File: src/design/menu_key_edge_and_autorepeat_defines.svh
// Assertion macros for the menu key edge and autorepeat block.
// Used by the top level only; no other dependencies.
`ifndef MENU_KEY_EDGE_AND_AUTOREPEAT_DEFINES_SVH
`define MENU_KEY_EDGE_AND_AUTOREPEAT_DEFINES_SVH

`ifndef SYNTHESIS
// Same-cycle implication, checked at every clock edge outside reset.
`define MKAR_ASSERT_IMPL(label, clock, reset_n, ante, cons, msg) \
	label: assert property (@(posedge clock) disable iff (!reset_n) (ante) |-> (cons)) \
		else $error(msg);
// Next-cycle implication, checked at every clock edge outside reset.
`define MKAR_ASSERT_NEXT(label, clock, reset_n, ante, cons, msg) \
	label: assert property (@(posedge clock) disable iff (!reset_n) (ante) |=> (cons)) \
		else $error(msg);
`else
`define MKAR_ASSERT_IMPL(label, clock, reset_n, ante, cons, msg)
`define MKAR_ASSERT_NEXT(label, clock, reset_n, ante, cons, msg)
`endif

`endif

File: src/design/mkar_pkg.sv
// Shared types and constants for the menu key edge and autorepeat block.
// No dependencies; imported by every module of the block.
`timescale 1ns / 1ps
`default_nettype none

package mkar_pkg;

	localparam int unsigned CFG_IDX_BITS  = 2;
	localparam int unsigned CFG_DATA_BITS = 22;
	localparam int unsigned DELAY_BITS    = 22;

	// Configuration register indexes.
	localparam logic [CFG_IDX_BITS-1:0] REG_ALT_HOTKEY_EN = 2'd0;
	localparam logic [CFG_IDX_BITS-1:0] REG_REPEAT_DELAY  = 2'd1;
	localparam logic [CFG_IDX_BITS-1:0] REG_REPEAT_RATE   = 2'd2;

	localparam logic [DELAY_BITS-1:0] RESET_DELAY_US = 22'd400000;
	localparam logic [DELAY_BITS-1:0] RESET_RATE_US  = 22'd80000;

	// Command codes.
	localparam logic CMD_SNAPSHOT = 1'b0;
	localparam logic CMD_POLL     = 1'b1;

	// Bit positions in the key snapshot.
	localparam int unsigned KB_MENU  = 0;
	localparam int unsigned KB_ALT   = 1;
	localparam int unsigned KB_UP    = 2;
	localparam int unsigned KB_DOWN  = 3;
	localparam int unsigned KB_LEFT  = 4;
	localparam int unsigned KB_RIGHT = 5;
	localparam int unsigned KB_ENTER = 6;
	localparam int unsigned KB_ESC   = 7;

	// Direction lanes.
	localparam int unsigned DIR_UP   = 0;
	localparam int unsigned DIR_DOWN = 1;

	typedef struct packed {
		logic        cmd;
		logic [7:0]  keys;
		logic        menu_open;
		logic        adjusting;
		logic        alt_overlay_keys;
		logic [63:0] now_us;
	} in_item_t;

	typedef struct packed {
		logic        menu_request;
		logic        alt_request;
		logic        alt_overlay_release;
		logic        keyboard_owned;
		logic        back_press;
		logic        select_press;
		logic        up_press;
		logic        down_press;
		logic        up_is_held;
		logic        down_is_held;
		logic [63:0] up_hold_began;
		logic [63:0] down_hold_began;
	} out_item_t;

	typedef struct packed {
		logic                  alt_hotkey_enabled;
		logic [DELAY_BITS-1:0] repeat_delay_us;
		logic [DELAY_BITS-1:0] repeat_rate_us;
	} cfg_t;

endpackage

`default_nettype wire

File: src/design/mkar_cfg.sv
// Configuration registers: hotkey enable, repeat delay and repeat rate.
// Depends on mkar_pkg for register indexes and reset values.
`timescale 1ns / 1ps
`default_nettype none

module mkar_cfg import mkar_pkg::*; (
	input  logic                     clk,
	input  logic                     arst_n,
	input  logic                     we,
	input  logic [CFG_IDX_BITS-1:0]  index,
	input  logic [CFG_DATA_BITS-1:0] data,
	output cfg_t                     cfg
);

	cfg_t cfg_q;

	always_ff @(posedge clk or negedge arst_n) begin
		if (!arst_n) begin
			cfg_q.alt_hotkey_enabled <= 1'b0;
			cfg_q.repeat_delay_us    <= RESET_DELAY_US;
			cfg_q.repeat_rate_us     <= RESET_RATE_US;
		end else if (we) begin
			unique case (index)
				REG_ALT_HOTKEY_EN: cfg_q.alt_hotkey_enabled <= data[0];
				REG_REPEAT_DELAY:  cfg_q.repeat_delay_us    <= data[DELAY_BITS-1:0];
				REG_REPEAT_RATE:   cfg_q.repeat_rate_us     <= data[DELAY_BITS-1:0];
				default: begin
				end
			endcase
		end
	end

	assign cfg = cfg_q;

endmodule

`default_nettype wire

File: src/design/mkar_repeat.sv
// One direction's typematic timer: first press, delayed repeat, then fixed rate.
// Depends on mkar_pkg for the delay field width.
`timescale 1ns / 1ps
`default_nettype none

module mkar_repeat import mkar_pkg::*; #(
	parameter int TIME_BITS = 64
) (
	input  logic                  clk,
	input  logic                  arst_n,
	input  logic                  poll,
	input  logic                  held,
	input  logic [TIME_BITS-1:0]  now,
	input  logic [DELAY_BITS-1:0] delay,
	input  logic [DELAY_BITS-1:0] rate,
	output logic                  press,
	output logic                  seen_nx,
	output logic [TIME_BITS-1:0]  start_nx
);

	logic                 seen_q;
	logic [TIME_BITS-1:0] start_q;
	logic [TIME_BITS-1:0] fire_q;

	logic                 first;
	logic                 due;
	logic [TIME_BITS-1:0] dur;
	logic [TIME_BITS-1:0] since;
	logic [TIME_BITS-1:0] delay_ext;
	logic [TIME_BITS-1:0] rate_ext;
	logic [TIME_BITS-1:0] wait_us;

	// Differences wrap modulo the time width, as the time base does.
	always_comb begin
		delay_ext = TIME_BITS'(delay);
		rate_ext  = TIME_BITS'(rate);
		dur       = now - start_q;
		since     = now - fire_q;
		wait_us   = (dur < delay_ext) ? delay_ext : rate_ext;
		first     = held && !seen_q;
		due       = held && seen_q && (since >= wait_us);
		press     = poll && (first || due);
		seen_nx   = poll ? held : seen_q;
		start_nx  = (poll && first) ? now : start_q;
	end

	always_ff @(posedge clk or negedge arst_n) begin
		if (!arst_n) begin
			seen_q  <= 1'b0;
			start_q <= '0;
			fire_q  <= '0;
		end else if (poll) begin
			seen_q <= held;
			if (first) begin
				start_q <= now;
				fire_q  <= now;
			end else if (due) begin
				fire_q <= now;
			end
		end
	end

endmodule

`default_nettype wire

File: src/design/mkar_core.sv
// Key snapshot edge logic, direction mapping and result assembly.
// Depends on mkar_pkg and two mkar_repeat lanes.
`timescale 1ns / 1ps
`default_nettype none

module mkar_core import mkar_pkg::*; #(
	parameter int TIME_BITS = 64
) (
	input  logic      clk,
	input  logic      arst_n,
	input  logic      accept,
	input  in_item_t  item,
	input  cfg_t      cfg,
	output out_item_t result
);

	logic       menu_q;
	logic       alt_q;
	logic       enter_q;
	logic       esc_q;
	logic       pending_q;
	logic [1:0] held_q;

	logic       is_poll;
	logic       snap_acc;
	logic       poll_acc;
	logic       active;
	logic       nav;
	logic       enter_edge;
	logic       esc_edge;
	logic [1:0] held_map;

	logic [TIME_BITS-1:0] now;
	logic [1:0]           press;
	logic [1:0]           seen;
	logic [TIME_BITS-1:0] start [2];

	always_comb begin
		is_poll    = (item.cmd == CMD_POLL);
		snap_acc   = accept && (item.cmd == CMD_SNAPSHOT);
		poll_acc   = accept && is_poll;
		active     = item.menu_open || item.alt_overlay_keys;
		nav        = item.menu_open && !item.adjusting;
		enter_edge = item.keys[KB_ENTER] && !enter_q;
		esc_edge   = item.keys[KB_ESC] && !esc_q;
		// In navigation mode left/right walk the list; otherwise right raises a value.
		held_map[DIR_UP]   = item.keys[KB_UP] ||
			(nav ? item.keys[KB_LEFT] : item.keys[KB_RIGHT]);
		held_map[DIR_DOWN] = item.keys[KB_DOWN] ||
			(nav ? item.keys[KB_RIGHT] : item.keys[KB_LEFT]);
		now = item.now_us[TIME_BITS-1:0];
	end

	for (genvar d = 0; d < 2; d++) begin : g_lane
		mkar_repeat #(
			.TIME_BITS(TIME_BITS)
		) u_repeat (
			.clk     (clk),
			.arst_n  (arst_n),
			.poll    (poll_acc),
			.held    (held_q[d]),
			.now     (now),
			.delay   (cfg.repeat_delay_us),
			.rate    (cfg.repeat_rate_us),
			.press   (press[d]),
			.seen_nx (seen[d]),
			.start_nx(start[d])
		);
	end

	always_comb begin
		result = '0;
		if (is_poll) begin
			result.select_press = pending_q;
			result.up_press     = press[DIR_UP];
			result.down_press   = press[DIR_DOWN];
		end else begin
			result.menu_request = item.keys[KB_MENU] && !menu_q;
			result.alt_request  = item.keys[KB_ALT] && !alt_q && !item.menu_open &&
				cfg.alt_hotkey_enabled;
			if (active) begin
				result.keyboard_owned = 1'b1;
				if (esc_edge) begin
					if (item.alt_overlay_keys && !item.menu_open) begin
						result.alt_overlay_release = 1'b1;
					end else begin
						result.back_press = 1'b1;
					end
				end
			end
		end
		result.up_is_held      = seen[DIR_UP];
		result.down_is_held    = seen[DIR_DOWN];
		result.up_hold_began   = 64'(start[DIR_UP]);
		result.down_hold_began = 64'(start[DIR_DOWN]);
	end

	always_ff @(posedge clk or negedge arst_n) begin
		if (!arst_n) begin
			menu_q    <= 1'b0;
			alt_q     <= 1'b0;
			enter_q   <= 1'b0;
			esc_q     <= 1'b0;
			pending_q <= 1'b0;
			held_q    <= 2'b00;
		end else if (snap_acc) begin
			menu_q  <= item.keys[KB_MENU];
			alt_q   <= item.keys[KB_ALT];
			enter_q <= item.keys[KB_ENTER];
			esc_q   <= item.keys[KB_ESC];
			// With no overlay the edge trackers still follow the keys, so opening
			// the overlay with enter or escape held gives no edge.
			held_q  <= active ? held_map : 2'b00;
			if (active && enter_edge) begin
				pending_q <= 1'b1;
			end
		end else if (poll_acc) begin
			pending_q <= 1'b0;
		end
	end

endmodule

`default_nettype wire

File: src/design/mkar_obuf.sv
// Two-entry output buffer: result register plus a skid entry.
// Depends on mkar_pkg for the result struct.
`timescale 1ns / 1ps
`default_nettype none

module mkar_obuf import mkar_pkg::*; (
	input  logic      clk,
	input  logic      arst_n,
	input  logic      in_valid,
	output logic      in_ready,
	input  out_item_t in_data,
	output logic      out_valid,
	input  logic      out_ready,
	output out_item_t out_data
);

	logic      main_valid_q;
	logic      skid_valid_q;
	out_item_t main_q;
	out_item_t skid_q;
	logic      in_fire;
	logic      out_fire;

	assign in_ready  = !skid_valid_q;
	assign out_valid = main_valid_q;
	assign out_data  = main_q;
	assign in_fire   = in_valid && !skid_valid_q;
	assign out_fire  = main_valid_q && out_ready;

	always_ff @(posedge clk or negedge arst_n) begin
		if (!arst_n) begin
			main_valid_q <= 1'b0;
			skid_valid_q <= 1'b0;
		end else if (skid_valid_q) begin
			if (out_fire) begin
				skid_valid_q <= 1'b0;
			end
		end else if (in_fire) begin
			if (main_valid_q && !out_fire) begin
				skid_valid_q <= 1'b1;
			end
			main_valid_q <= 1'b1;
		end else if (out_fire) begin
			main_valid_q <= 1'b0;
		end
	end

	always_ff @(posedge clk) begin
		if (skid_valid_q) begin
			if (out_fire) begin
				main_q <= skid_q;
			end
		end else if (in_fire) begin
			if (main_valid_q && !out_fire) begin
				skid_q <= in_data;
			end else begin
				main_q <= in_data;
			end
		end
	end

endmodule

`default_nettype wire

File: src/design/menu_key_edge_and_autorepeat.sv
// Top level: keyboard snapshots and time polls in, menu navigation pulses out.
// Depends on mkar_pkg, mkar_cfg, mkar_core, mkar_obuf and the assertion header.
//
//   Channel   Handshake                      Payload
//   item      item_valid / item_ready        in_item_t item
//   result    result_valid / result_ready    out_item_t result
//   config    cfg_we (no wait)               cfg_index, cfg_data
//
// One transaction is accepted per cycle while item_ready is high; its
// result is registered. The work is a single pass of edge logic and two
// wrapping subtract-compare timers. A two-entry output buffer lets one more
// transaction in while a result is stalled; item_ready drops only when both
// entries are full. Reset clears all state and loads the default delay/rate.
`timescale 1ns / 1ps
`default_nettype none
`include "menu_key_edge_and_autorepeat_defines.svh"

module menu_key_edge_and_autorepeat import mkar_pkg::*; #(
	parameter int TIME_BITS = 64
) (
	input  logic                     clk,
	input  logic                     arst_n,
	input  logic                     item_valid,
	output logic                     item_ready,
	input  in_item_t                 item,
	output logic                     result_valid,
	input  logic                     result_ready,
	output out_item_t                result,
	input  logic                     cfg_we,
	input  logic [CFG_IDX_BITS-1:0]  cfg_index,
	input  logic [CFG_DATA_BITS-1:0] cfg_data
);

	cfg_t      cfg;
	out_item_t core_result;
	logic      accept;

	assign accept = item_valid && item_ready;

	mkar_cfg u_cfg (
		.clk   (clk),
		.arst_n(arst_n),
		.we    (cfg_we),
		.index (cfg_index),
		.data  (cfg_data),
		.cfg   (cfg)
	);

	mkar_core #(
		.TIME_BITS(TIME_BITS)
	) u_core (
		.clk   (clk),
		.arst_n(arst_n),
		.accept(accept),
		.item  (item),
		.cfg   (cfg),
		.result(core_result)
	);

	mkar_obuf u_obuf (
		.clk      (clk),
		.arst_n   (arst_n),
		.in_valid (accept),
		.in_ready (item_ready),
		.in_data  (core_result),
		.out_valid(result_valid),
		.out_ready(result_ready),
		.out_data (result)
	);

	// The buffer only refuses input when a result is waiting at the output.
	`MKAR_ASSERT_IMPL(a_ready_low_needs_result, clk, arst_n, !item_ready, result_valid, "item_ready low with empty output")

	// An accepted transaction into an empty buffer is visible on the next cycle.
	`MKAR_ASSERT_NEXT(a_result_follows, clk, arst_n, accept && !result_valid, result_valid, "accepted transaction produced no result")

	// Poll pulses and snapshot pulses never share one result.
	`MKAR_ASSERT_IMPL(a_kinds_exclusive, clk, arst_n, result_valid && (result.select_press || result.up_press || result.down_press), !(result.menu_request || result.alt_request || result.alt_overlay_release || result.keyboard_owned || result.back_press), "poll and snapshot fields mixed")

	// A direction press only happens while that direction is held.
	`MKAR_ASSERT_IMPL(a_press_needs_hold, clk, arst_n, result_valid && (result.up_press || result.down_press), (!result.up_press || result.up_is_held) && (!result.down_press || result.down_is_held), "press without hold")

endmodule

`default_nettype wire
File: config.mk
export PLATFORM = sky130hd
export DESIGN_NAME = menu_key_edge_and_autorepeat
export DESIGN_NICKNAME = d
export VERILOG_FILES = /design/src/design/mkar_pkg.sv /design/src/design/mkar_cfg.sv /design/src/design/mkar_repeat.sv /design/src/design/mkar_core.sv /design/src/design/mkar_obuf.sv /design/src/design/menu_key_edge_and_autorepeat.sv
export VERILOG_INCLUDE_DIRS = /design/src /design/src/design
export SDC_FILE = /design/constraint.sdc
export NUM_CORES = 2
export LEC_CHECK = 0
export ABC_AREA = 1
export BUFFER_PORTS_ARGS = -buffer_cell sky130_fd_sc_hd__clkbuf_2
export CAP_MARGIN = 20
export CORE_MARGIN = 4
export CORE_UTILIZATION = 35
export CTS_CLUSTER_DIAMETER = 60
export DETAILED_ROUTE_END_ITERATION = 8
export PLACE_DENSITY_LB_ADDON = 0.3
export SKIP_CTS_REPAIR_TIMING = 1
export SKIP_LAST_GASP = 1
export SLEW_MARGIN = 20
export SYNTH_ARGS = -nofsm -noshare
export SYNTH_HDL_FRONTEND = slang
export SYNTH_SLANG_ARGS = --single-unit
File: constraint.sdc
create_clock -name clk -period 8.65 [get_ports clk]
set_input_delay 0.865 -clock clk [delete_from_list [all_inputs] [get_ports clk]]
set_output_delay 0.865 -clock clk [all_outputs]
set_load 0.1 [all_outputs]
# Yosys cells after proc, flatten, opt, wreduce, memory -nomap -nowiden
# Cells that the tools add are included.
# Widths: inputs -> output; s select.
# op_classes
bitwise_logic	2
muxes	33
n_reduce_logical	57
n_eq_ne	5
add_sub_neg	4
n_lt_le_gt_ge	4
# op_table
operator	count
$mux 138	4
$mux 64	6
$sub 64x64->64	4
$ge 64x22->1	2
$lt 64x22->1	2
$mux 22	2
$logic_and 1x1->1	25
$reduce_and 2->1	9
$mux 1	17
$logic_not 1->1	10
$reduce_bool 2->1	5
$mux 3	2
$reduce_and 3->1	2
$logic_or 1x1->1	5
$mux 5	1
$ne 2x2->1 const B	2
$eq 2x1->1 const B	1
$eq 2x2->1 const B	1
$logic_not 2->1	1
$mux 2	1
$ne 2x1->1 const B	1
$not 1->1	2
# word_totals
wordCells	146
ff_bits	588

# Logic depth before layout (Yosys ltp)
# depth
word_depth	11
mapped_depth	53
ltp_nobuf	50

# Modules after synthesis
# From an unflattened synthesis, not the netlist that was laid out.
# unflattened
hier_cells	7620
area_unflattened_um2	49132.1
# modules_own_cells
module	area_each_um2	seq_area_each_um2	cells_each	n_inst
mkar_repeat at u_core.g_lane[1].u_repeat	18537.8	3228.1	3416	1
mkar_repeat at u_core.g_lane[0].u_repeat	18036.0	3228.1	3196	1
mkar_obuf	10187.3	8338.0	739	1
mkar_cfg	1933.1	1139.8	205	1
mkar_core	430.4	175.2	62	1
menu_key_edge_and_autorepeat	7.5	0.0	2	1

# Worst setup path before layout
# No wires, ideal clock.
# synth_path
kind	register to register
from	register u_obuf.main_valid_q, in the netlist u_obuf.out_valid
to	register u_obuf.skid_valid_q
required_time_ps	8548
arrival_time_ps	7651
synth_period_minus_slack_ps	7753
stages_incl_launch_ff	6
slack_ps	897
path_cell_list	dfrtp_1 > inv_1 > nor2_1 > inv_1 > nor2_1 > or2_2
# synth_via
elab_chain_len	6
elab_cells_between_ends	7
# synth_lines
element	line	text
start, declared	mkar_obuf.sv:17	logic main_valid_q;
start signal, assigned	mkar_obuf.sv:32	main_valid_q <= 1'b0;
start signal, assigned	mkar_obuf.sv:42	main_valid_q <= 1'b1;
start signal, assigned	mkar_obuf.sv:44	main_valid_q <= 1'b0;
$logic_and 1x1->1	mkar_obuf.sv:28	assign out_fire = main_valid_q && out_ready;
$logic_not 1->1	mkar_obuf.sv:39	if (main_valid_q && !out_fire) begin
$logic_and 1x1->1	mkar_obuf.sv:39	
$mux 1	mkar_obuf.sv:39	
$mux 1	mkar_obuf.sv:38	end else if (in_fire) begin
$mux 1 *	mkar_obuf.sv:34	end else if (skid_valid_q) begin
end signal, assigned	mkar_obuf.sv:33	skid_valid_q <= 1'b0;
end signal, assigned	mkar_obuf.sv:36	skid_valid_q <= 1'b0;
end signal, assigned	mkar_obuf.sv:40	skid_valid_q <= 1'b1;
end, declared	mkar_obuf.sv:18	logic skid_valid_q;
# Mark *: on every way between the ends. The rest lies on a longest branch, timed or not.
# A chain may end at the register's enable or synchronous reset.

# Worst setup path after layout
# layout_path
from	input item[9] in the netlist's numbering
to	register u_core.g_lane[0].u_repeat.fire_q[27]
# layout_via
elab_chain_len	7
elab_cells_between_ends	8
# layout_lines
element	line	text
start, declared	menu_key_edge_and_autorepeat.sv:25	input in_item_t item,
$sub 64x64->64	mkar_repeat.sv:37	dur = now - start_q;
$lt 64x22->1	mkar_repeat.sv:39	wait_us = (dur < delay_ext) ? delay_ext : rate_ext;
$mux 22	mkar_repeat.sv:39	
$ge 64x22->1 *	mkar_repeat.sv:41	due = held && seen_q && (since >= wait_us);
$logic_and 1x1->1 *	mkar_repeat.sv:41	
$reduce_bool 2->1 (no line) *	-	
$reduce_and 2->1 (no line) *	-	
end signal, assigned	mkar_repeat.sv:56	fire_q <= now;
end signal, assigned	mkar_repeat.sv:58	fire_q <= now;
end, declared	mkar_repeat.sv:23	logic [TIME_BITS-1:0] fire_q;
# Marks and branches as above.

==> results_dict.tcl <==
set metrics [dict create \
    timing_worst_slew_pin_value_ns 1.054 \
    htree_num_levels 3 \
    initial_utilization_pct 35.20 \
    fin_tns_setup_ns 0 \
    tritoncts "built" \
    cts_num_sinks 588 \
    insertion_delay_ns 0.70 \
    seq_power_share_pct 20.5 \
    post-dp-hpwl_um 165200 \
    power_switching_mw 13.04 \
    cp_slowest_cell "sky130_fd_sc_hd__buf_4" \
    wl_met1_um 84590 \
    timing.final.crit_period_ns 7.317 \
    clockPowerShare_pct 14.8 \
    flop_and_latch_count_out_of_synthesis 588 \
    total_die_area_um2 142200 \
    netSwitchingFraction_pct 55.90 \
    drt-initial-drc-count 3773 \
    critical_path_arrival_ns 7.92 \
    top_level_ports 245 \
    layout.filler_cells 14767 \
    root_buffer "sky130_fd_sc_hd__clkbuf_16" \
    die_width_um 377.1 \
    finalHoldViolCount 0 \
    first_pass_iters 5 \
    drt-total-wl_um 198200 \
    port_buffers 244 \
    total_congestion_overflow 0 \
    report.final.slew_viol_count 0 \
    remaining_drc_errors 0 \
    synth_top_flop_cell "sky130_fd_sc_hd__dfrtp_1" \
    synth_largest_area_cell "sky130_fd_sc_hd__nand2_1" \
    grt_usage_pct 27.36 \
    power.total_mw 23.33 \
    critPathTopFamily "simple AND/OR/NAND/NOR gates" \
    via_count_of_the_first_global_routing_pass 46645 \
    post_synth_instance_area_um2 47690 \
    grt_pass1_wl_um 290800 \
    hold_class "input pin to async pin" \
    synthCells 7414 \
    outcome "finished clean" \
    reg2reg_setup_slack_ns 1.65 \
    met3WireLength_um 11120 \
    synth_edf_count 276 \
    synth_area_per_cell_um2 6.432 \
    vdd_drop_max_uv 372.6 \
    synth_async_sr_flop_share_pct 53.06 \
    post_synth_most_frequent_cells "sky130_fd_sc_hd__nand2_1 (2985), sky130_fd_sc_hd__inv_1 (1295), sky130_fd_sc_hd__nor2_1 (595)" \
    p_leak_nw 28.92 \
    worstPathBufferInverterCount 5 \
    unrepaired_setup_endpoints_after_global_routing "false" \
    number_of_antenna_violations_at_the_first_check_in_global_routing 7 \
    fin_worst_hold_slack_ns 0.2076 \
    cts.path.max_buffers 3 \
    critical_path.max_fanout 64 \
    floorplan.rows 135 \
    skew_ns 0.03517 \
    detail_route.vias_per_cell 5.023 \
    drt-wirelength-per-cell_um 20.73 \
    design.final.nets 8156 \
    max_slew_margin_pct 29.70 \
    max-cap-violations 0 \
    finalCritPeriodShare_pct 84.58 \
    finalSetupViolCount 0 \
    p_comb_share_pct 64.7 \
    most_repeated_cell_in_the_gate_level_netlist_after_synthesis "sky130_fd_sc_hd__nand2_1" \
    die_h_um 377.1 \
    synthDistinctLibCells 49 \
    timing.critical_path.to_type "register" \
    critical_path.startpoint_type "input pin" \
    highest_metal_used "met5" \
    sequential_to_total_area_share_from_yosys_stat_pct 33.78 \
    detail-route-antenna-nets 0 \
    timing.setup.critical_path_class "input pin to register" \
    reg_clk_slew_reported_paths_ns 0.05 \
    layout-drive-gt1-share_pct 6.915 \
    synth.top_cell.area_share_pct 23.49 \
    synth_nets 7861 \
    placeableCoreArea_um2 135500 \
    yosysWarningCount 0 \
    maximum_number_of_pins_on_one_net_before_global_route_repair 128 \
    clock.fmax_mhz 136.7 \
    area_delta_synth_final_pct 13.49 \
    cp.required_ns 9.26 \
    globalplace.congestion 1.014 \
    cts-buffers-inserted 83 \
    netlist_top_cells_area "sky130_fd_sc_hd__nand2_1 (23%), sky130_fd_sc_hd__edfxtp_1 (17%), sky130_fd_sc_hd__dfrtp_1 (16%)" \
    total_number_of_vias 48031 \
    timing.critical_path.mode_cell "sky130_fd_sc_hd__nand2_1" \
    met2_wirelength_um 93520 \
    pwr_density_cell_nw_per_um2 431.1 \
    cpPeakStageDelay_ns 0.57 \
    internal_power_mw 10.29 \
]
routing by layer:
| metal | up-vias | track usage, % |
|---|---|---|
| met4 | 2 | 10.78 |
| li1 | 23772 | - |
| met5 | - | 0 |
| met3 | 337 | 3.020 |
| met1 | 22522 | 35.45 |
| met2 | 1398 | 46.69 |
cell type report:
type	count	area (um2)	area share, %
diodes	1	2.502	0.004624
clock buffers	104	2258	4.173
clock inverters	52	545.5	1.008
inverters	1308	4912	9.076
multi-input cells	5400	26110	48.25
flip-flops and latches	588	16110	29.77
well taps	1781	2228	4.117
repair buffers	328	1949	3.602
placed cells by master, fill, tap and decap left out, types with 13 or more instances in the layout:
cell / instances
sky130_fd_sc_hd__nand2_1: 2983
sky130_fd_sc_hd__inv_1: 1295
sky130_fd_sc_hd__nor2_1: 589
sky130_fd_sc_hd__nand3_1: 419
sky130_fd_sc_hd__ha_1: 338
sky130_fd_sc_hd__a21oi_1: 328
sky130_fd_sc_hd__dfrtp_1: 300
sky130_fd_sc_hd__o21ai_0: 284
sky130_fd_sc_hd__edfxtp_1: 276
sky130_fd_sc_hd__clkbuf_2: 243
sky130_fd_sc_hd__nand4_1: 91
sky130_fd_sc_hd__xor2_1: 85
sky130_fd_sc_hd__clkbuf_16: 85
sky130_fd_sc_hd__buf_4: 77
sky130_fd_sc_hd__nor3_1: 51
sky130_fd_sc_hd__nand3b_1: 46
sky130_fd_sc_hd__o21bai_1: 42
sky130_fd_sc_hd__o21ai_1: 29
sky130_fd_sc_hd__nor2_2: 16
sky130_fd_sc_hd__clkbuf_1: 13
worst register-to-register path, delay by kind of cell, from the launching register on:
| kind | cells | cell delay, ns |
|---|---|---|
| fa+ha+maj | 3 | 0.95 |
| flops | 1 | 0.32 |
| buf+inv | 4 | 1.03 |
| simple gates | 35 | 3.87 |
| compound gates | 4 | 0.50 |
| xor+xnor | 1 | 0.25 |
state kept, by name, summed over array words and instances, names as in the netlist:
register and flops:
u_obuf.out_data 138, u_obuf.skid_q 138, u_core.g_lane.u_repeat.fire_q 128, u_core.g_lane.u_repeat.start_q 128
u_cfg.cfg 45, u_core.g_lane.u_repeat.seen_q 2, u_core.held_q 2, u_core.alt_q 1
u_core.enter_q 1, u_core.esc_q 1, u_core.menu_q 1, u_core.pending_q 1
u_obuf.out_valid 1, u_obuf.skid_valid_q 1
power by group through the flow:
| stage | Clock [mW] | Combinational [mW] | Sequential (mW) |
|---|---|---|---|
| 2_1_floorplan | 0 | 8.40 | 7.07 |
| 3_3_place_gp | 0 | 15.0 | 4.81 |
| 3_5_place_dp | 0 | 15.0 | 4.82 |
| 4_1_cts | 3.53 | 15.1 | 4.78 |
| 5_1_grt | 3.64 | 16.7 | 4.89 |
| 6_report | 3.45 | 15.1 | 4.78 |
path summary, 6_finish.rpt:
check / start / endpoint / depth (start not counted)
min reg2reg: u_core.g_lane[0].u_repeat.fire_q[29] / u_core.g_lane[0].u_repeat.fire_q[29] / 2
min in group clk: item[73] / u_core.enter_q / 3
max reg2reg: u_core.g_lane[0].u_repeat.start_q[10] / u_core.g_lane[0].u_repeat.fire_q[27] / 47
max in group asynchronous: arst_n / u_obuf.skid_valid_q / 2
max: item[9] / u_core.g_lane[0].u_repeat.fire_q[27] / 48
min: arst_n / u_core.g_lane[1].u_repeat.fire_q[14] / 1
kinds of logic after synthesis:
logic type      count (synthesis)  synth area share [%]
simple gates                 4241                 35.82
buf+inv                      1426                 11.57
compound gates                725                 8.091
flops                         588                 33.78
fa+ha+maj                     342                 9.036
xor+xnor                       90                 1.653
mux                             2               0.04722
stage by stage:
stage | cell area, um2 | instances | setup WS, ns | utilization, %
finish | 54120 | 9562 | 1.334 | 39.95
global route | 54120 | 9561 | 0.6444 | 39.95
CTS | 54120 | 9561 | 1.449 | 39.95
detailed placement | 51320 | 9405 | 0.7455 | 37.88
global placement | 51320 | 9405 | 0.7934 | 37.88
floorplan | 47690 | 7414 | 0.8966 | -
(Power assumes the default switching activity.)
